## src/design/urt_pkg.sv

```systemverilog
// Shared types and constants of the ultrasonic range tracker.
// No dependencies; the module files refer to it by scoped names.
package urt_pkg;

    // Configuration port geometry and register indexes
    localparam int unsigned ADDR_W = 3;
    localparam int unsigned DATA_W = 32;

    typedef enum logic
    {
        REG_LOST_LIMIT = 1'b0,
        REG_MAX_DIST   = 1'b1
    } reg_idx_t;

    localparam logic [6:0] LOST_LIMIT_RST = 7'd5;
    localparam logic [9:0] MAX_DIST_RST   = 10'd200;

    // Echo width to centimeters: divide by 59 via reciprocal 71090 / 2^22,
    // exact for widths below 2^16
    localparam logic [5:0]  US_PER_CM   = 6'd59;
    localparam logic [16:0] RECIP_59    = 17'd71090;
    localparam int unsigned RECIP_SHIFT = 22;

    // Field and internal widths
    localparam int unsigned TIME_W  = 32;
    localparam int unsigned SPAN_W  = 16;
    localparam int unsigned DIST_W  = 10;
    localparam int unsigned Q8_W    = 18;
    localparam int unsigned LIMIT_W = 7;
    localparam int unsigned LOST_W  = 8;
    localparam int unsigned ACC_W   = 27;

    // Smoothing weights 0.6 / 0.4 in Q.8 and the half-up rounding term
    localparam logic [7:0] W_OLD     = 8'd154;
    localparam logic [7:0] W_NEW     = 8'd102;
    localparam logic [7:0] ROUND_Q8  = 8'd128;
    localparam logic [7:0] LOST_MAX  = 8'd255;

    typedef enum logic [1:0]
    {
        OP_EDGE   = 2'd0,
        OP_SAMPLE = 2'd1,
        OP_TICK   = 2'd2
    } op_t;

    // Classified item, front to back through the queue
    typedef struct packed
    {
        op_t               op;
        logic [SPAN_W-1:0] width;
        logic [DIST_W-1:0] vis_alt;
    } item_t;

    // Item after the distance stage of the back end
    typedef struct packed
    {
        op_t               op;
        logic [DIST_W-1:0] dist_cm;
        logic [DIST_W-1:0] vis_alt;
    } stage_t;

endpackage

```

## src/design/urt_event_if.sv

```systemverilog
// Input channel of the range tracker: echo edges and update ticks.
// Depends on nothing; widths match the fields in urt_pkg.
interface urt_event_if;
    logic        valid;
    logic        ready;
    logic        kind;
    logic        echo_level;
    logic [31:0] time_us;
    logic        vision_ok;
    logic [9:0]  vision_altitude_cm;

    modport source
    (
        output valid, kind, echo_level, time_us, vision_ok, vision_altitude_cm,
        input  ready
    );

    modport sink
    (
        input  valid, kind, echo_level, time_us, vision_ok, vision_altitude_cm,
        output ready
    );
endinterface

```

## src/design/urt_result_if.sv

```systemverilog
// Output channel of the range tracker: one result beat per input beat.
// Depends on nothing; widths match the fields in urt_pkg.
interface urt_result_if;
    logic        valid;
    logic        ready;
    logic [17:0] altitude_q8;
    logic        available;
    logic        fire_trigger;
    logic        new_sample;

    modport source
    (
        output valid, altitude_q8, available, fire_trigger, new_sample,
        input  ready
    );

    modport sink
    (
        input  valid, altitude_q8, available, fire_trigger, new_sample,
        output ready
    );
endinterface

```

## src/design/urt_front.sv

```systemverilog
// Front end: accepts input beats, tracks the echo start time and classifies.
// Depends on urt_pkg and urt_event_if.
module urt_front
(
    input  logic                       clk,
    input  logic                       rst_n,
    urt_event_if.sink                  event_ch,
    input  logic [urt_pkg::SPAN_W-1:0] span,
    input  logic                       q_full,
    output logic                       push,
    output urt_pkg::item_t             item
);

    logic [urt_pkg::TIME_W-1:0] start_reg;
    logic [urt_pkg::TIME_W-1:0] start_next;
    logic [urt_pkg::TIME_W:0]   diff;
    logic                       later;
    logic                       in_range;

    // Take a beat whenever the queue has room
    assign event_ch.ready = !q_full;
    assign push           = event_ch.valid && !q_full;

    // Width of the pulse; a borrow means stop came before start
    assign diff     = {1'b0, event_ch.time_us} - {1'b0, start_reg};
    assign later    = !diff[urt_pkg::TIME_W] && (diff[urt_pkg::TIME_W-1:0] != '0);
    // Distance in (0, max) is width in [59, 59*max)
    assign in_range = (diff[urt_pkg::TIME_W-1:0] >= {26'b0, urt_pkg::US_PER_CM})
                   && (diff[urt_pkg::TIME_W-1:0] < {16'b0, span});

    // Classify the beat
    always_comb
    begin
        item.width   = diff[urt_pkg::SPAN_W-1:0];
        item.vis_alt = event_ch.vision_ok ? event_ch.vision_altitude_cm : '0;
        if (event_ch.kind)
        begin
            item.op = urt_pkg::OP_TICK;
        end
        else if (!event_ch.echo_level && later && in_range)
        begin
            item.op = urt_pkg::OP_SAMPLE;
        end
        else
        begin
            item.op = urt_pkg::OP_EDGE;
        end
    end

    // Record the start time on a rising edge
    always_comb
    begin
        start_next = start_reg;
        if (push && !event_ch.kind && event_ch.echo_level)
        begin
            start_next = event_ch.time_us;
        end
    end

    always_ff @(posedge clk or negedge rst_n)
    begin
        if (!rst_n)
        begin
            start_reg <= '0;
        end
        else
        begin
            start_reg <= start_next;
        end
    end

endmodule

```

## src/design/urt_queue.sv

```systemverilog
// Short queue between front and back end of the range tracker.
// Depends on urt_pkg for the item type.
module urt_queue
#(
    parameter int unsigned DEPTH = 4
)
(
    input  logic           clk,
    input  logic           rst_n,
    input  logic           push,
    input  urt_pkg::item_t push_item,
    output logic           full,
    input  logic           pop,
    output logic           head_valid,
    output urt_pkg::item_t head_item
);

    localparam int unsigned PTR_W = (DEPTH > 1) ? $clog2(DEPTH) : 1;
    localparam int unsigned CNT_W = $clog2(DEPTH + 1);
    localparam logic [PTR_W-1:0] LAST = PTR_W'(DEPTH - 1);
    localparam logic [CNT_W-1:0] FULL_CNT = CNT_W'(DEPTH);

    urt_pkg::item_t   slot_reg [DEPTH];
    logic [PTR_W-1:0] wr_ptr_reg;
    logic [PTR_W-1:0] wr_ptr_next;
    logic [PTR_W-1:0] rd_ptr_reg;
    logic [PTR_W-1:0] rd_ptr_next;
    logic [CNT_W-1:0] count_reg;
    logic [CNT_W-1:0] count_next;

    assign full       = (count_reg == FULL_CNT);
    assign head_valid = (count_reg != '0);
    assign head_item  = slot_reg[rd_ptr_reg];

    // Advance pointers and fill count
    always_comb
    begin
        wr_ptr_next = wr_ptr_reg;
        rd_ptr_next = rd_ptr_reg;
        count_next  = count_reg;
        if (push)
        begin
            wr_ptr_next = (wr_ptr_reg == LAST) ? '0 : wr_ptr_reg + 1'b1;
        end
        if (pop)
        begin
            rd_ptr_next = (rd_ptr_reg == LAST) ? '0 : rd_ptr_reg + 1'b1;
        end
        if (push && !pop)
        begin
            count_next = count_reg + 1'b1;
        end
        else if (pop && !push)
        begin
            count_next = count_reg - 1'b1;
        end
    end

    always_ff @(posedge clk or negedge rst_n)
    begin
        if (!rst_n)
        begin
            wr_ptr_reg <= '0;
            rd_ptr_reg <= '0;
            count_reg  <= '0;
        end
        else
        begin
            wr_ptr_reg <= wr_ptr_next;
            rd_ptr_reg <= rd_ptr_next;
            count_reg  <= count_next;
        end
    end

    // Store the pushed item
    always_ff @(posedge clk)
    begin
        if (push)
        begin
            slot_reg[wr_ptr_reg] <= push_item;
        end
    end

endmodule

```

## src/design/urt_back.sv

```systemverilog
// Back end: converts widths to distance, runs the estimate and lost-echo
// state, and holds the result register. Depends on urt_pkg, urt_result_if.
module urt_back
(
    input  logic                        clk,
    input  logic                        rst_n,
    input  logic                        q_valid,
    input  urt_pkg::item_t              q_item,
    output logic                        pop,
    input  logic [urt_pkg::LIMIT_W-1:0] lost_limit,
    urt_result_if.source                result_ch
);

    localparam int unsigned PROD_W = urt_pkg::SPAN_W + 17;

    // Distance stage
    logic                         a_valid_reg;
    urt_pkg::stage_t              a_reg;
    logic                         a_ready;
    logic [PROD_W-1:0]            prod;

    // Estimate state
    logic [urt_pkg::Q8_W-1:0]     cur_reg;
    logic [urt_pkg::Q8_W-1:0]     cur_next;
    logic [urt_pkg::Q8_W-1:0]     smooth_reg;
    logic [urt_pkg::Q8_W-1:0]     smooth_next;
    logic [urt_pkg::LOST_W-1:0]   lost_reg;
    logic [urt_pkg::LOST_W-1:0]   lost_next;
    logic                         avail_reg;
    logic                         avail_next;

    // Result register
    logic                         out_valid_reg;
    logic                         fire_reg;
    logic                         fresh_reg;
    logic                         out_free;
    logic                         a_adv;

    logic [urt_pkg::LOST_W-1:0]   twice;
    logic                         lost_below;
    logic [urt_pkg::Q8_W-1:0]     cur_sel;
    logic [urt_pkg::ACC_W-1:0]    acc;

    // Handshake chain: result register, then distance stage, then queue
    assign out_free = !out_valid_reg || result_ch.ready;
    assign a_ready  = !a_valid_reg || out_free;
    assign a_adv    = a_valid_reg && out_free;
    assign pop      = q_valid && a_ready;

    // Divide the width by 59 through the reciprocal
    assign prod = {{(PROD_W-urt_pkg::SPAN_W){1'b0}}, q_item.width}
                * {{(PROD_W-17){1'b0}}, urt_pkg::RECIP_59};

    always_ff @(posedge clk or negedge rst_n)
    begin
        if (!rst_n)
        begin
            a_valid_reg <= 1'b0;
        end
        else if (a_ready)
        begin
            a_valid_reg <= q_valid;
        end
    end

    always_ff @(posedge clk)
    begin
        if (pop)
        begin
            a_reg.op      <= q_item.op;
            a_reg.vis_alt <= q_item.vis_alt;
            a_reg.dist_cm <= prod[urt_pkg::RECIP_SHIFT +: urt_pkg::DIST_W];
        end
    end

    // Update estimate and lost counter for the item in the distance stage
    assign twice      = {lost_limit, 1'b0};
    assign lost_below = lost_reg < {1'b0, lost_limit};
    assign cur_sel    = (!lost_below && (a_reg.vis_alt != '0))
                      ? {a_reg.vis_alt, 8'b0} : cur_reg;
    assign acc = {{(urt_pkg::ACC_W-urt_pkg::Q8_W){1'b0}}, smooth_reg}
                   * {{(urt_pkg::ACC_W-8){1'b0}}, urt_pkg::W_OLD}
               + {{(urt_pkg::ACC_W-urt_pkg::Q8_W){1'b0}}, cur_sel}
                   * {{(urt_pkg::ACC_W-8){1'b0}}, urt_pkg::W_NEW}
               + {{(urt_pkg::ACC_W-8){1'b0}}, urt_pkg::ROUND_Q8};

    always_comb
    begin
        cur_next    = cur_reg;
        smooth_next = smooth_reg;
        lost_next   = lost_reg;
        avail_next  = avail_reg;
        unique case (a_reg.op)
            urt_pkg::OP_SAMPLE:
            begin
                cur_next = {a_reg.dist_cm, 8'b0};
                // Ease the lost counter
                if (lost_reg > twice)
                begin
                    lost_next = (twice != '0) ? twice - 1'b1 : '0;
                end
                else if (lost_reg >= {1'b0, lost_limit})
                begin
                    lost_next = (lost_reg > 8'd2) ? lost_reg - 8'd2 : '0;
                end
                else
                begin
                    lost_next = '0;
                end
            end
            urt_pkg::OP_TICK:
            begin
                avail_next  = lost_below || (a_reg.vis_alt != '0);
                lost_next   = (lost_reg != urt_pkg::LOST_MAX) ? lost_reg + 1'b1 : lost_reg;
                smooth_next = acc[8 +: urt_pkg::Q8_W];
                cur_next    = acc[8 +: urt_pkg::Q8_W];
            end
            default:
            begin
                cur_next = cur_reg;
            end
        endcase
    end

    always_ff @(posedge clk or negedge rst_n)
    begin
        if (!rst_n)
        begin
            cur_reg       <= '0;
            smooth_reg    <= '0;
            lost_reg      <= '0;
            avail_reg     <= 1'b0;
            out_valid_reg <= 1'b0;
        end
        else
        begin
            if (out_free)
            begin
                out_valid_reg <= a_valid_reg;
            end
            if (a_adv)
            begin
                cur_reg    <= cur_next;
                smooth_reg <= smooth_next;
                lost_reg   <= lost_next;
                avail_reg  <= avail_next;
            end
        end
    end

    // Hold the flags of the result beat
    always_ff @(posedge clk)
    begin
        if (a_adv)
        begin
            fire_reg  <= (a_reg.op == urt_pkg::OP_TICK);
            fresh_reg <= (a_reg.op == urt_pkg::OP_SAMPLE);
        end
    end

    assign result_ch.valid        = out_valid_reg;
    assign result_ch.altitude_q8  = cur_reg;
    assign result_ch.available    = avail_reg;
    assign result_ch.fire_trigger = fire_reg;
    assign result_ch.new_sample   = fresh_reg;

endmodule

```

## src/design/ultrasonic_range_tracker.sv

```systemverilog
// Ultrasonic range tracker: echo edges and update ticks in, one result
// beat out per input beat. Uses urt_pkg, urt_event_if, urt_result_if,
// urt_front, urt_queue and urt_back.
//
// event_ch carries echo edges (kind 0) with a microsecond timestamp and
// update ticks (kind 1) with the vision altitude. result_ch returns the
// altitude in Q10.8 cm, the available flag, fire_trigger on ticks and
// new_sample on falling edges that gave a valid distance.
// Throughput is one beat per cycle while result_ch is ready. A result
// passes from the queue through the distance stage (a 16x17 reciprocal
// multiply) into the result register.
// When result_ch stalls, the result register holds, the distance stage
// fills, and the queue (QUEUE_DEPTH entries) absorbs input until full;
// event_ch.ready falls only when the queue is full.
// Reset clears the estimate, start time, queue and valid flags, and loads
// lost_limit = 5 and max_distance_cm = 200. Registers sit on the APB port:
// lost_limit at 0x0, max_distance_cm at 0x4; write them only when idle.
module ultrasonic_range_tracker
#(
    parameter int unsigned QUEUE_DEPTH = 4
)
(
    input  logic                       clk,
    input  logic                       rst_n,
    urt_event_if.sink                  event_ch,
    urt_result_if.source               result_ch,
    input  logic                       psel,
    input  logic                       penable,
    input  logic                       pwrite,
    input  logic [urt_pkg::ADDR_W-1:0] paddr,
    input  logic [urt_pkg::DATA_W-1:0] pwdata,
    output logic [urt_pkg::DATA_W-1:0] prdata,
    output logic                       pready
);

    logic [urt_pkg::LIMIT_W-1:0] lost_limit_reg;
    logic [urt_pkg::DIST_W-1:0]  max_dist_reg;
    logic [urt_pkg::SPAN_W-1:0]  span_reg;
    logic                        wr_en;
    urt_pkg::reg_idx_t           reg_idx;

    logic           push;
    logic           q_full;
    logic           pop;
    logic           q_valid;
    urt_pkg::item_t push_item;
    urt_pkg::item_t head_item;

    // Configuration registers; span keeps 59 * max_distance_cm
    assign pready  = 1'b1;
    assign wr_en   = psel && penable && pwrite && pready;
    assign reg_idx = urt_pkg::reg_idx_t'(paddr[2]);

    always_ff @(posedge clk or negedge rst_n)
    begin
        if (!rst_n)
        begin
            lost_limit_reg <= urt_pkg::LOST_LIMIT_RST;
            max_dist_reg   <= urt_pkg::MAX_DIST_RST;
            span_reg       <= {6'b0, urt_pkg::MAX_DIST_RST} * {10'b0, urt_pkg::US_PER_CM};
        end
        else if (wr_en)
        begin
            unique case (reg_idx)
                urt_pkg::REG_LOST_LIMIT:
                begin
                    lost_limit_reg <= pwdata[urt_pkg::LIMIT_W-1:0];
                end
                urt_pkg::REG_MAX_DIST:
                begin
                    max_dist_reg <= pwdata[urt_pkg::DIST_W-1:0];
                    span_reg     <= {6'b0, pwdata[urt_pkg::DIST_W-1:0]}
                                  * {10'b0, urt_pkg::US_PER_CM};
                end
                default:
                begin
                    max_dist_reg <= max_dist_reg;
                end
            endcase
        end
    end

    // Return the addressed register
    always_comb
    begin
        unique case (reg_idx)
            urt_pkg::REG_LOST_LIMIT: prdata = {25'b0, lost_limit_reg};
            urt_pkg::REG_MAX_DIST:   prdata = {22'b0, max_dist_reg};
            default:                 prdata = '0;
        endcase
    end

    urt_front u_front
    (
        .clk      (clk),
        .rst_n    (rst_n),
        .event_ch (event_ch),
        .span     (span_reg),
        .q_full   (q_full),
        .push     (push),
        .item     (push_item)
    );

    urt_queue #(.DEPTH(QUEUE_DEPTH)) u_queue
    (
        .clk        (clk),
        .rst_n      (rst_n),
        .push       (push),
        .push_item  (push_item),
        .full       (q_full),
        .pop        (pop),
        .head_valid (q_valid),
        .head_item  (head_item)
    );

    urt_back u_back
    (
        .clk        (clk),
        .rst_n      (rst_n),
        .q_valid    (q_valid),
        .q_item     (head_item),
        .pop        (pop),
        .lost_limit (lost_limit_reg),
        .result_ch  (result_ch)
    );

endmodule
```

## src/flat_wrapper.sv

```systemverilog
// flat-port wrapper written by rule: the top's interface ports become plain ports
module ultrasonic_range_tracker_flat 
#(
    parameter int unsigned QUEUE_DEPTH = 4
)
  (clk, rst_n, psel, penable, pwrite, paddr, pwdata, prdata, pready, event_ch_valid, event_ch_kind, event_ch_echo_level, event_ch_time_us, event_ch_vision_ok, event_ch_vision_altitude_cm, event_ch_ready, result_ch_valid, result_ch_altitude_q8, result_ch_available, result_ch_fire_trigger, result_ch_new_sample, result_ch_ready);
  urt_event_if event_ch_i ();
  urt_result_if result_ch_i ();
  input  logic clk;
  input  logic rst_n;
  input  logic psel;
  input  logic penable;
  input  logic pwrite;
  input  logic [urt_pkg::ADDR_W-1:0] paddr;
  input  logic [urt_pkg::DATA_W-1:0] pwdata;
  output logic [urt_pkg::DATA_W-1:0] prdata;
  output logic pready;
  input wire logic [$bits(event_ch_i.valid)-1:0] event_ch_valid;
  input wire logic [$bits(event_ch_i.kind)-1:0] event_ch_kind;
  input wire logic [$bits(event_ch_i.echo_level)-1:0] event_ch_echo_level;
  input wire logic [$bits(event_ch_i.time_us)-1:0] event_ch_time_us;
  input wire logic [$bits(event_ch_i.vision_ok)-1:0] event_ch_vision_ok;
  input wire logic [$bits(event_ch_i.vision_altitude_cm)-1:0] event_ch_vision_altitude_cm;
  output wire logic [$bits(event_ch_i.ready)-1:0] event_ch_ready;
  output wire logic [$bits(result_ch_i.valid)-1:0] result_ch_valid;
  output wire logic [$bits(result_ch_i.altitude_q8)-1:0] result_ch_altitude_q8;
  output wire logic [$bits(result_ch_i.available)-1:0] result_ch_available;
  output wire logic [$bits(result_ch_i.fire_trigger)-1:0] result_ch_fire_trigger;
  output wire logic [$bits(result_ch_i.new_sample)-1:0] result_ch_new_sample;
  input wire logic [$bits(result_ch_i.ready)-1:0] result_ch_ready;
  assign event_ch_i.valid = event_ch_valid;
  assign event_ch_i.kind = event_ch_kind;
  assign event_ch_i.echo_level = event_ch_echo_level;
  assign event_ch_i.time_us = event_ch_time_us;
  assign event_ch_i.vision_ok = event_ch_vision_ok;
  assign event_ch_i.vision_altitude_cm = event_ch_vision_altitude_cm;
  assign event_ch_ready = event_ch_i.ready;
  assign result_ch_valid = result_ch_i.valid;
  assign result_ch_altitude_q8 = result_ch_i.altitude_q8;
  assign result_ch_available = result_ch_i.available;
  assign result_ch_fire_trigger = result_ch_i.fire_trigger;
  assign result_ch_new_sample = result_ch_i.new_sample;
  assign result_ch_i.ready = result_ch_ready;
  ultrasonic_range_tracker #(.QUEUE_DEPTH(QUEUE_DEPTH)) u_core (.clk(clk), .rst_n(rst_n), .event_ch(event_ch_i), .result_ch(result_ch_i), .psel(psel), .penable(penable), .pwrite(pwrite), .paddr(paddr), .pwdata(pwdata), .prdata(prdata), .pready(pready));
endmodule
```

## config.mk

```make
export PLATFORM = sky130hd
export DESIGN_NAME = ultrasonic_range_tracker_flat
export DESIGN_NICKNAME = d
export VERILOG_FILES = /design/src/design/urt_pkg.sv /design/src/design/urt_event_if.sv /design/src/design/urt_result_if.sv /design/src/design/urt_front.sv /design/src/design/urt_queue.sv /design/src/design/urt_back.sv /design/src/design/ultrasonic_range_tracker.sv /design/src/flat_wrapper.sv
export SDC_FILE = /design/constraint.sdc
export NUM_CORES = 1
export LEC_CHECK = 0
export BUFFER_PORTS_ARGS = -buffer_cell sky130_fd_sc_hd__buf_4
export CAP_MARGIN = 0
export CORE_MARGIN = 2
export CORE_UTILIZATION = 50
export DETAILED_ROUTE_END_ITERATION = 10
export PLACE_DENSITY_LB_ADDON = 0.05
export RECOVER_POWER = 25
export SYNTH_ARGS = -nofsm -noshare
export SYNTH_HDL_FRONTEND = slang
export SYNTH_SLANG_ARGS = --single-unit
```

## constraint.sdc

```tcl
create_clock -name clk -period 21.7 [get_ports clk]
set_input_delay 1.085 -clock clk [delete_from_list [all_inputs] [get_ports clk]]
set_output_delay 1.085 -clock clk [all_outputs]
set_load 0.03 [all_outputs]
```

==> run_summary.xml, run 1 <==
<?xml version="1.0" encoding="UTF-8"?>
<metrics>
  <group name="clocking">
    <metric name="clk_latency_worst_skew_pair" unit="ns">0.58</metric>
    <metric name="clock_tree.buffer_depth" unit="">3</metric>
    <metric name="clock_slew_at_the_register_clock_pins_of_the_worst_setup_and_hold_paths" unit="ns">0.06</metric>
    <metric name="cts-htree-levels" unit="">1</metric>
    <metric name="cts_num_sinks" unit="">254</metric>
    <metric name="tritoncts" unit="">built</metric>
    <metric name="postCtsSetupRepairBufs" unit="">0</metric>
    <metric name="cts_inserted_buffers" unit="">30</metric>
    <metric name="ctsHoldBuffers" unit="">0</metric>
    <metric name="cts_root_buf" unit="">sky130_fd_sc_hd__clkbuf_16</metric>
    <metric name="post_cts.resized_instances" unit="">0</metric>
  </group>
  <group name="critical_path">
    <metric name="required" unit="ns">22.13</metric>
    <metric name="endpoint_arrival_time_on_the_critical_path" unit="ns">9.05</metric>
    <metric name="regToRegSetupSlack" unit="ns">13.07</metric>
    <metric name="crit-reg2reg-launch" unit="">u_core.lost_limit_reg[2]</metric>
    <metric name="top_cell_by_count_worst_path" unit="">sky130_fd_sc_hd__ha_1</metric>
    <metric name="worstSetupStartpointType" unit="">register</metric>
    <metric name="largest_fanout_of_any_net_on_the_critical_path" unit="">9</metric>
    <metric name="critical_path.endpoint_type" unit="">register</metric>
    <metric name="crit_type" unit="">reg -&gt; reg</metric>
    <metric name="rr_worst_depth" unit="">35</metric>
    <metric name="critical_path.reg2reg.endpoint" unit="">u_core.u_back.smooth_reg[17]</metric>
    <metric name="critPathMaxStageDelay" unit="ns">0.75</metric>
    <metric name="crit_path_top_delay_cell" unit="">sky130_fd_sc_hd__nor2b_1</metric>
  </group>
  <group name="timing">
    <metric name="final_period_minus_worst_setup_slack" unit="ns">8.626</metric>
    <metric name="final-setup-viol-count" unit="">0</metric>
    <metric name="final-max-slew-violation-count" unit="">105</metric>
    <metric name="worstMarginPinSlew" unit="ns">3.899</metric>
    <metric name="setup_total_negative_slack" unit="ns">0</metric>
    <metric name="clock.fmax" unit="GHz">0.1159</metric>
    <metric name="maxSlewHeadroom" unit="%">-159.9</metric>
    <metric name="final.period_utilization" unit="%">39.75</metric>
    <metric name="fin_skew" unit="ns">0.01620</metric>
    <metric name="timing.final.hold_violations" unit="">0</metric>
    <metric name="rsz0062_at_grt" unit="">false</metric>
  </group>
  <group name="global_route">
    <metric name="grt_start_max_net_pins" unit="">66</metric>
    <metric name="vias_in_the_first_global_route" unit="">16621</metric>
    <metric name="grt_antenna_before_repair" unit="">4</metric>
    <metric name="global_route.overflow_total" unit="">0</metric>
    <metric name="grt_first_pass_wirelength" unit="mm">85.13</metric>
    <metric name="globalRouteTotalUtil" unit="%">21.31</metric>
  </group>
  <group name="min_path">
    <metric name="hp-class" unit="">reg -&gt; reg</metric>
    <metric name="hold_path.startpoint" unit="">u_core.max_dist_reg[7]</metric>
    <metric name="min_to" unit="">u_core.max_dist_reg[7]</metric>
    <metric name="hold_depth" unit="">2</metric>
  </group>
  <group name="placed_design">
    <metric name="dp_hpwl" unit="mm">41.33</metric>
    <metric name="io_buffer_count" unit="">95</metric>
    <metric name="place_congestion" unit="">0.8683</metric>
  </group>
  <group name="final_layout">
    <metric name="layout.cells.most_common" unit="">sky130_fd_sc_hd__ha_1</metric>
    <metric name="mostFrequentLayoutCells" unit="">sky130_fd_sc_hd__ha_1 (391), sky130_fd_sc_hd__inv_1 (370), sky130_fd_sc_hd__fa_1 (143)</metric>
    <metric name="largest_reg_flops" unit="">112</metric>
    <metric name="multi_input_area" unit="µm²">15020</metric>
    <metric name="final_nets" unit="">2955</metric>
    <metric name="area_delta_synth_final" unit="%">9.692</metric>
    <metric name="register_area" unit="µm²">7052</metric>
    <metric name="proportion_of_layout_cells_with_a_drive_suffix_above_1" unit="%">12.30</metric>
    <metric name="layout.filler_cells" unit="">4133</metric>
  </group>
  <group name="die">
    <metric name="die_area" unit="µm²">49240</metric>
    <metric name="pin_count" unit="">143</metric>
    <metric name="die_h" unit="µm">221.9</metric>
    <metric name="placement_rows" unit="">79</metric>
    <metric name="die_w" unit="µm">221.9</metric>
    <metric name="floorplan.initialDensity" unit="%">50.78</metric>
    <metric name="core_region_area" unit="µm²">46750</metric>
  </group>
  <group name="detailed_routing">
    <metric name="via_count" unit="">16173</metric>
    <metric name="wire_per_inst" unit="µm">17.18</metric>
    <metric name="drt_first_pass_iters" unit="">5</metric>
    <metric name="drc" unit="">0</metric>
    <metric name="detailedRoute.firstIterationViolations" unit="">773</metric>
    <metric name="via_per_inst" unit="">5.451</metric>
    <metric name="antenna_viol_nets_final" unit="">0</metric>
    <metric name="wl" unit="mm">50.97</metric>
  </group>
  <group name="synth">
    <metric name="synth_enable_flop_cells" unit="">136</metric>
    <metric name="synth-warning-count" unit="">0</metric>
    <metric name="syn_area_per_cell" unit="µm²">10.59</metric>
    <metric name="seq_area_frac_synth" unit="%">29.70</metric>
    <metric name="synth_ff_type" unit="">sky130_fd_sc_hd__edfxtp_1</metric>
    <metric name="synthDistinctLibCells" unit="">90</metric>
    <metric name="mappedNetlistArea" unit="µm²">23740</metric>
    <metric name="postSynthCellCount" unit="">2242</metric>
    <metric name="post_synthesis_sequential_element_count" unit="">254</metric>
    <metric name="asyncSetResetFlopFracSynth" unit="%">46.46</metric>
  </group>
  <group name="flow_run">
    <metric name="cap_violations" unit="">2</metric>
  </group>
  <group name="run_status">
    <metric name="outcome" unit="">finished with violations</metric>
    <metric name="violated_checks" unit="">max-capacitance violations, max-slew violations</metric>
  </group>
</metrics>
## cell families after synthesis
logic type / count (synthesis) / synth area share, %
xor gates and xnor gates: 114 / 4.206
DFF: 254 / 29.70
buffers and inverters: 440 / 7.378
and+or+nand+nor: 389 / 8.248
AOI/OAI and AO/OA: 393 / 11.00
muxes: 116 / 6.767
adders and majority gates: 534 / 32.67
other: 2 / 0.03163
## cell usage after synthesis (all sizes together) (16+ instances only)
cell    number  share of area, %
a21o        34               1.1
a21oi      110               2.4
and2        21              0.55
and3        21              0.55
buf         33              0.93
clkbuf      37              0.60
dfrtp      107                11
edfxtp     136                17
fa         143                12
ha         391                21
inv        370               5.9
mux2        76               3.6
mux4        28               2.7
nand2       95               1.5
nand2b      21              0.58
nand3       32              0.67
nand4       16              0.45
nor2        90               1.4
nor2b       24              0.63
nor3        31              0.65
o21a        21              0.66
o21ai      102               2.2
o21bai      20              0.66
xnor2       77               2.8
xor2        37               1.4
## worst max-delay path, delay by kind of cell (launching register included)
kind | cells | cell delay, ns
AO/OA/AOI/OAI | 15 | 2.69
XOR/XNOR | 3 | 0.63
adder cells (fa/ha/maj) | 7 | 2.49
buffers and inverters | 4 | 0.25
flip-flops | 1 | 0.57
AND/OR/NAND/NOR | 6 | 1.79
## metrics by stage
step / area, µm² / setup WS (ns) / hold slack [ns] / std cells / util [%]
2_1_floorplan: 23820 / 13.88 / 0.4424 / 2263 / -
3_3_place_gp: 25040 / 13.14 / 0.4693 / 2909 / 53.56
3_5_place_dp: 25040 / 13.02 / 0.4750 / 2909 / 53.56
4_1_cts: 26060 / 12.99 / 0.4836 / 2965 / 55.73
5_1_grt: 26040 / 12.41 / 0.5088 / 2965 / 55.69
6_report: 26040 / 13.07 / 0.4787 / 2967 / 55.70
## final cells by class
| type | count | area share, % |
|---|---|---|
| antenna | 2 | 0.01922 |
| clock buffer | 42 | 3.133 |
| clock inverter | 14 | 0.7688 |
| inverter | 370 | 5.333 |
| multi-input combinational | 1569 | 57.68 |
| sequential | 254 | 27.08 |
| tap | 607 | 2.916 |
| timing repair buffer | 109 | 3.070 |
## worst max path at each step
| stage | from | endpoint | slack (ns) |
|---|---|---|---|
| after floorplan | u_core.lost_limit_reg[2] | u_core.u_back.smooth_reg[16] | 13.88 |
| after CTS | u_core.lost_limit_reg[2] | u_core.u_back.smooth_reg[17] | 12.99 |
| after detailed placement | u_core.lost_limit_reg[2] | u_core.u_back.smooth_reg[17] | 13.02 |
| after global placement | u_core.lost_limit_reg[2] | u_core.u_back.smooth_reg[17] | 13.14 |
| final | u_core.lost_limit_reg[2] | u_core.u_back.smooth_reg[17] | 13.07 |
| after global routing | u_core.lost_limit_reg[2] | u_core.u_back.smooth_reg[17] | 12.41 |
## routing by layer
metal | part of all wire, % | track usage, % | vias up
met4 | 1.9 | 4.555 | 2
met2 | 48 | 36.25 | 239
met5 | 0.026 | 0 | -
met1 | 47 | 29.22 | 7958
met3 | 3.7 | 2.703 | 56
li1 | - | - | 7918
Power of run 1 is not shown: default switching activity piles up to over one toggle a cycle in this logic, so the estimate is an artifact.
==> run 2: changes to the inputs <==
- clock period: 21.7 -> 8.6 ns (I/O delays scaled with it)
==> run_summary.xml, run 2 (same netlist as run 1, synthesis figures left out) <==
<?xml version="1.0" encoding="UTF-8"?>
<metrics>
  <group name="die">
    <metric name="core_region_area" unit="µm²">46750</metric>
    <metric name="die_area" unit="µm²">49240</metric>
    <metric name="floorplan.initialDensity" unit="%">50.78</metric>
    <metric name="placement_rows" unit="">79</metric>
    <metric name="pin_count" unit="">143</metric>
    <metric name="die_h" unit="µm">221.9</metric>
    <metric name="die_w" unit="µm">221.9</metric>
  </group>
  <group name="global_route">
    <metric name="globalRouteTotalUtil" unit="%">21.46</metric>
    <metric name="vias_in_the_first_global_route" unit="">16892</metric>
    <metric name="global_route.overflow_total" unit="">0</metric>
    <metric name="grt_first_pass_wirelength" unit="mm">85.60</metric>
    <metric name="grt_antenna_before_repair" unit="">3</metric>
    <metric name="grt_start_max_net_pins" unit="">71</metric>
  </group>
  <group name="run_status">
    <metric name="outcome" unit="">finished with violations</metric>
    <metric name="violated_checks" unit="">max-capacitance violations, max-slew violations</metric>
  </group>
  <group name="placed_design">
    <metric name="dp_hpwl" unit="mm">41.47</metric>
    <metric name="io_buffer_count" unit="">95</metric>
    <metric name="place_congestion" unit="">0.8503</metric>
    <metric name="place.detailed.instances" unit="">2913</metric>
    <metric name="worst_slack_after_detailed_placement" unit="ns">0.3171</metric>
  </group>
  <group name="critical_path">
    <metric name="critPathMaxStageDelay" unit="ns">0.57</metric>
    <metric name="crit_path_top_delay_cell" unit="">sky130_fd_sc_hd__dfstp_2</metric>
    <metric name="rr_worst_depth" unit="">33</metric>
    <metric name="worst-path-buf-inv" unit="">3</metric>
    <metric name="crit-reg2reg-launch" unit="">u_core.lost_limit_reg[2]</metric>
    <metric name="critical-path-top-delay-family" unit="">compound AO/OA/AOI/OAI gates</metric>
    <metric name="required" unit="ns">9.01</metric>
    <metric name="crit_type" unit="">reg -&gt; reg</metric>
    <metric name="endpoint_arrival_time_on_the_critical_path" unit="ns">8.52</metric>
    <metric name="regToRegSetupSlack" unit="ns">0.49</metric>
    <metric name="crit_start" unit="">u_core.lost_limit_reg[2]</metric>
    <metric name="worstSetupStartpointType" unit="">register</metric>
    <metric name="largest_fanout_of_any_net_on_the_critical_path" unit="">5</metric>
    <metric name="critical_path.endpoint_type" unit="">register</metric>
    <metric name="critPathCapture" unit="">u_core.u_back.smooth_reg[17]</metric>
    <metric name="critical_path.reg2reg.endpoint" unit="">u_core.u_back.smooth_reg[17]</metric>
    <metric name="cp_num_cells" unit="">33</metric>
    <metric name="top_cell_by_count_worst_path" unit="">sky130_fd_sc_hd__ha_1</metric>
  </group>
  <group name="final_layout">
    <metric name="proportion_of_layout_cells_with_a_drive_suffix_above_1" unit="%">12.75</metric>
    <metric name="final_nets" unit="">2958</metric>
    <metric name="post-route-util" unit="%">55.72</metric>
    <metric name="layout.cells.most_common" unit="">sky130_fd_sc_hd__ha_1</metric>
    <metric name="area_delta_synth_final" unit="%">9.740</metric>
    <metric name="mostFrequentLayoutCells" unit="">sky130_fd_sc_hd__ha_1 (391), sky130_fd_sc_hd__inv_1 (370), sky130_fd_sc_hd__fa_1 (143)</metric>
    <metric name="largest_reg_flops" unit="">112</metric>
    <metric name="layout.filler_cells" unit="">4138</metric>
    <metric name="finished_layout_cells" unit="">2969</metric>
  </group>
  <group name="timing">
    <metric name="final-setup-viol-count" unit="">0</metric>
    <metric name="maxSlewHeadroom" unit="%">-177.9</metric>
    <metric name="final_period_minus_worst_setup_slack" unit="ns">8.113</metric>
    <metric name="clock.fmax" unit="GHz">0.1233</metric>
    <metric name="rsz0062_at_grt" unit="">false</metric>
    <metric name="final-max-slew-violation-count" unit="">110</metric>
    <metric name="timing.final.ws_setup" unit="ns">0.4875</metric>
    <metric name="timing.final.hold_violations" unit="">0</metric>
    <metric name="final.period_utilization" unit="%">94.33</metric>
    <metric name="setup_total_negative_slack" unit="ns">0</metric>
    <metric name="fin_skew" unit="ns">0.01748</metric>
    <metric name="worstMarginPinSlew" unit="ns">4.168</metric>
  </group>
  <group name="clocking">
    <metric name="cts_root_buf" unit="">sky130_fd_sc_hd__clkbuf_16</metric>
    <metric name="cts-htree-levels" unit="">1</metric>
    <metric name="postCtsSetupRepairBufs" unit="">0</metric>
    <metric name="clock_slew_at_the_register_clock_pins_of_the_worst_setup_and_hold_paths" unit="ns">0.06</metric>
    <metric name="clock_tree.buffer_depth" unit="">3</metric>
    <metric name="clk_latency_worst_skew_pair" unit="ns">0.57</metric>
    <metric name="cts_num_sinks" unit="">254</metric>
    <metric name="cts_inserted_buffers" unit="">29</metric>
    <metric name="tritoncts" unit="">built</metric>
  </group>
  <group name="detailed_routing">
    <metric name="drt_first_pass_iters" unit="">4</metric>
    <metric name="drc" unit="">0</metric>
    <metric name="detailedRoute.firstIterationViolations" unit="">706</metric>
    <metric name="wl" unit="mm">51.61</metric>
    <metric name="antenna_viol_nets_final" unit="">0</metric>
    <metric name="wire_per_inst" unit="µm">17.38</metric>
    <metric name="via_per_inst" unit="">5.447</metric>
    <metric name="via_count" unit="">16171</metric>
  </group>
  <group name="flow_run">
    <metric name="cap_violations" unit="">2</metric>
  </group>
  <group name="min_path">
    <metric name="hp-class" unit="">in -&gt; reg</metric>
  </group>
</metrics>
[run 2: cell count changes in the layout (fill, tap and decap cells not counted), sizes merged]
cell / previous run / this run
clkinvlp: 2 / 3
clkbuf: 49 / 43
bufinv: 4 / 3
buf: 102 / 108
inv: 371 / 373
[run 2: stage by stage]
step	instance area (µm²)	hold slack (ns)
2_1_floorplan	23820	0.1344
3_3_place_gp	25070	0.4601
3_5_place_dp	25070	0.4707
4_1_cts	26030	0.02978
5_1_grt	26050	0.08032
6_report	26050	0.1083
[run 2: layout make-up]
| type | count | area, µm² | share of cell area (%) |
|---|---|---|---|
| multi-input combinational | 1569 | 15050 | 57.77 |
| sequential | 254 | 7052 | 27.07 |
| inverter | 370 | 1389 | 5.331 |
| timing repair buffer | 113 | 833.3 | 3.199 |
| clock buffer | 38 | 789.5 | 3.030 |
| tap | 607 | 759.5 | 2.915 |
| clock inverter | 16 | 173.9 | 0.6676 |
| antenna | 2 | 5.005 | 0.01921 |
[run 2: timing repair]
item,in CTS,in global routing
resized for setup,0,6
endpoints found under the hold margin,0,0
hold buffers,0,0
endpoints found under the setup margin,0,6
[run 2: worst min path at each step]
stage | slack, ns | startpoint | cells after the start | to
final | 0.11 | event_ch_time_us[2] | 2 | u_core.u_front.start_reg[2]
after floorplan | 0.13 | rst_n | 0 | u_core.lost_limit_reg[1]
after CTS | 0.03 | rst_n | 1 | u_core.u_front.start_reg[17]
after global routing | 0.08 | event_ch_time_us[3] | 2 | u_core.u_front.start_reg[3]
after detailed placement | 0.47 | u_core.max_dist_reg[8] | 2 | u_core.max_dist_reg[8]
after global placement | 0.46 | u_core.max_dist_reg[8] | 2 | u_core.max_dist_reg[8]
[run 2: per-layer routing]
layer / up-vias / wire length (µm) / share of wire, % / global-route usage (%)
met3: 57 / 1975 / 3.8 / 2.982
met4: 2 / 947 / 1.8 / 4.708
met5: - / 11 / 0.021 / 0
li1: 7939 / - / - / -
met1: 7931 / 23890 / 46 / 29.06
met2: 242 / 24790 / 48 / 36.71
Power of run 2 is left out for the same reason.
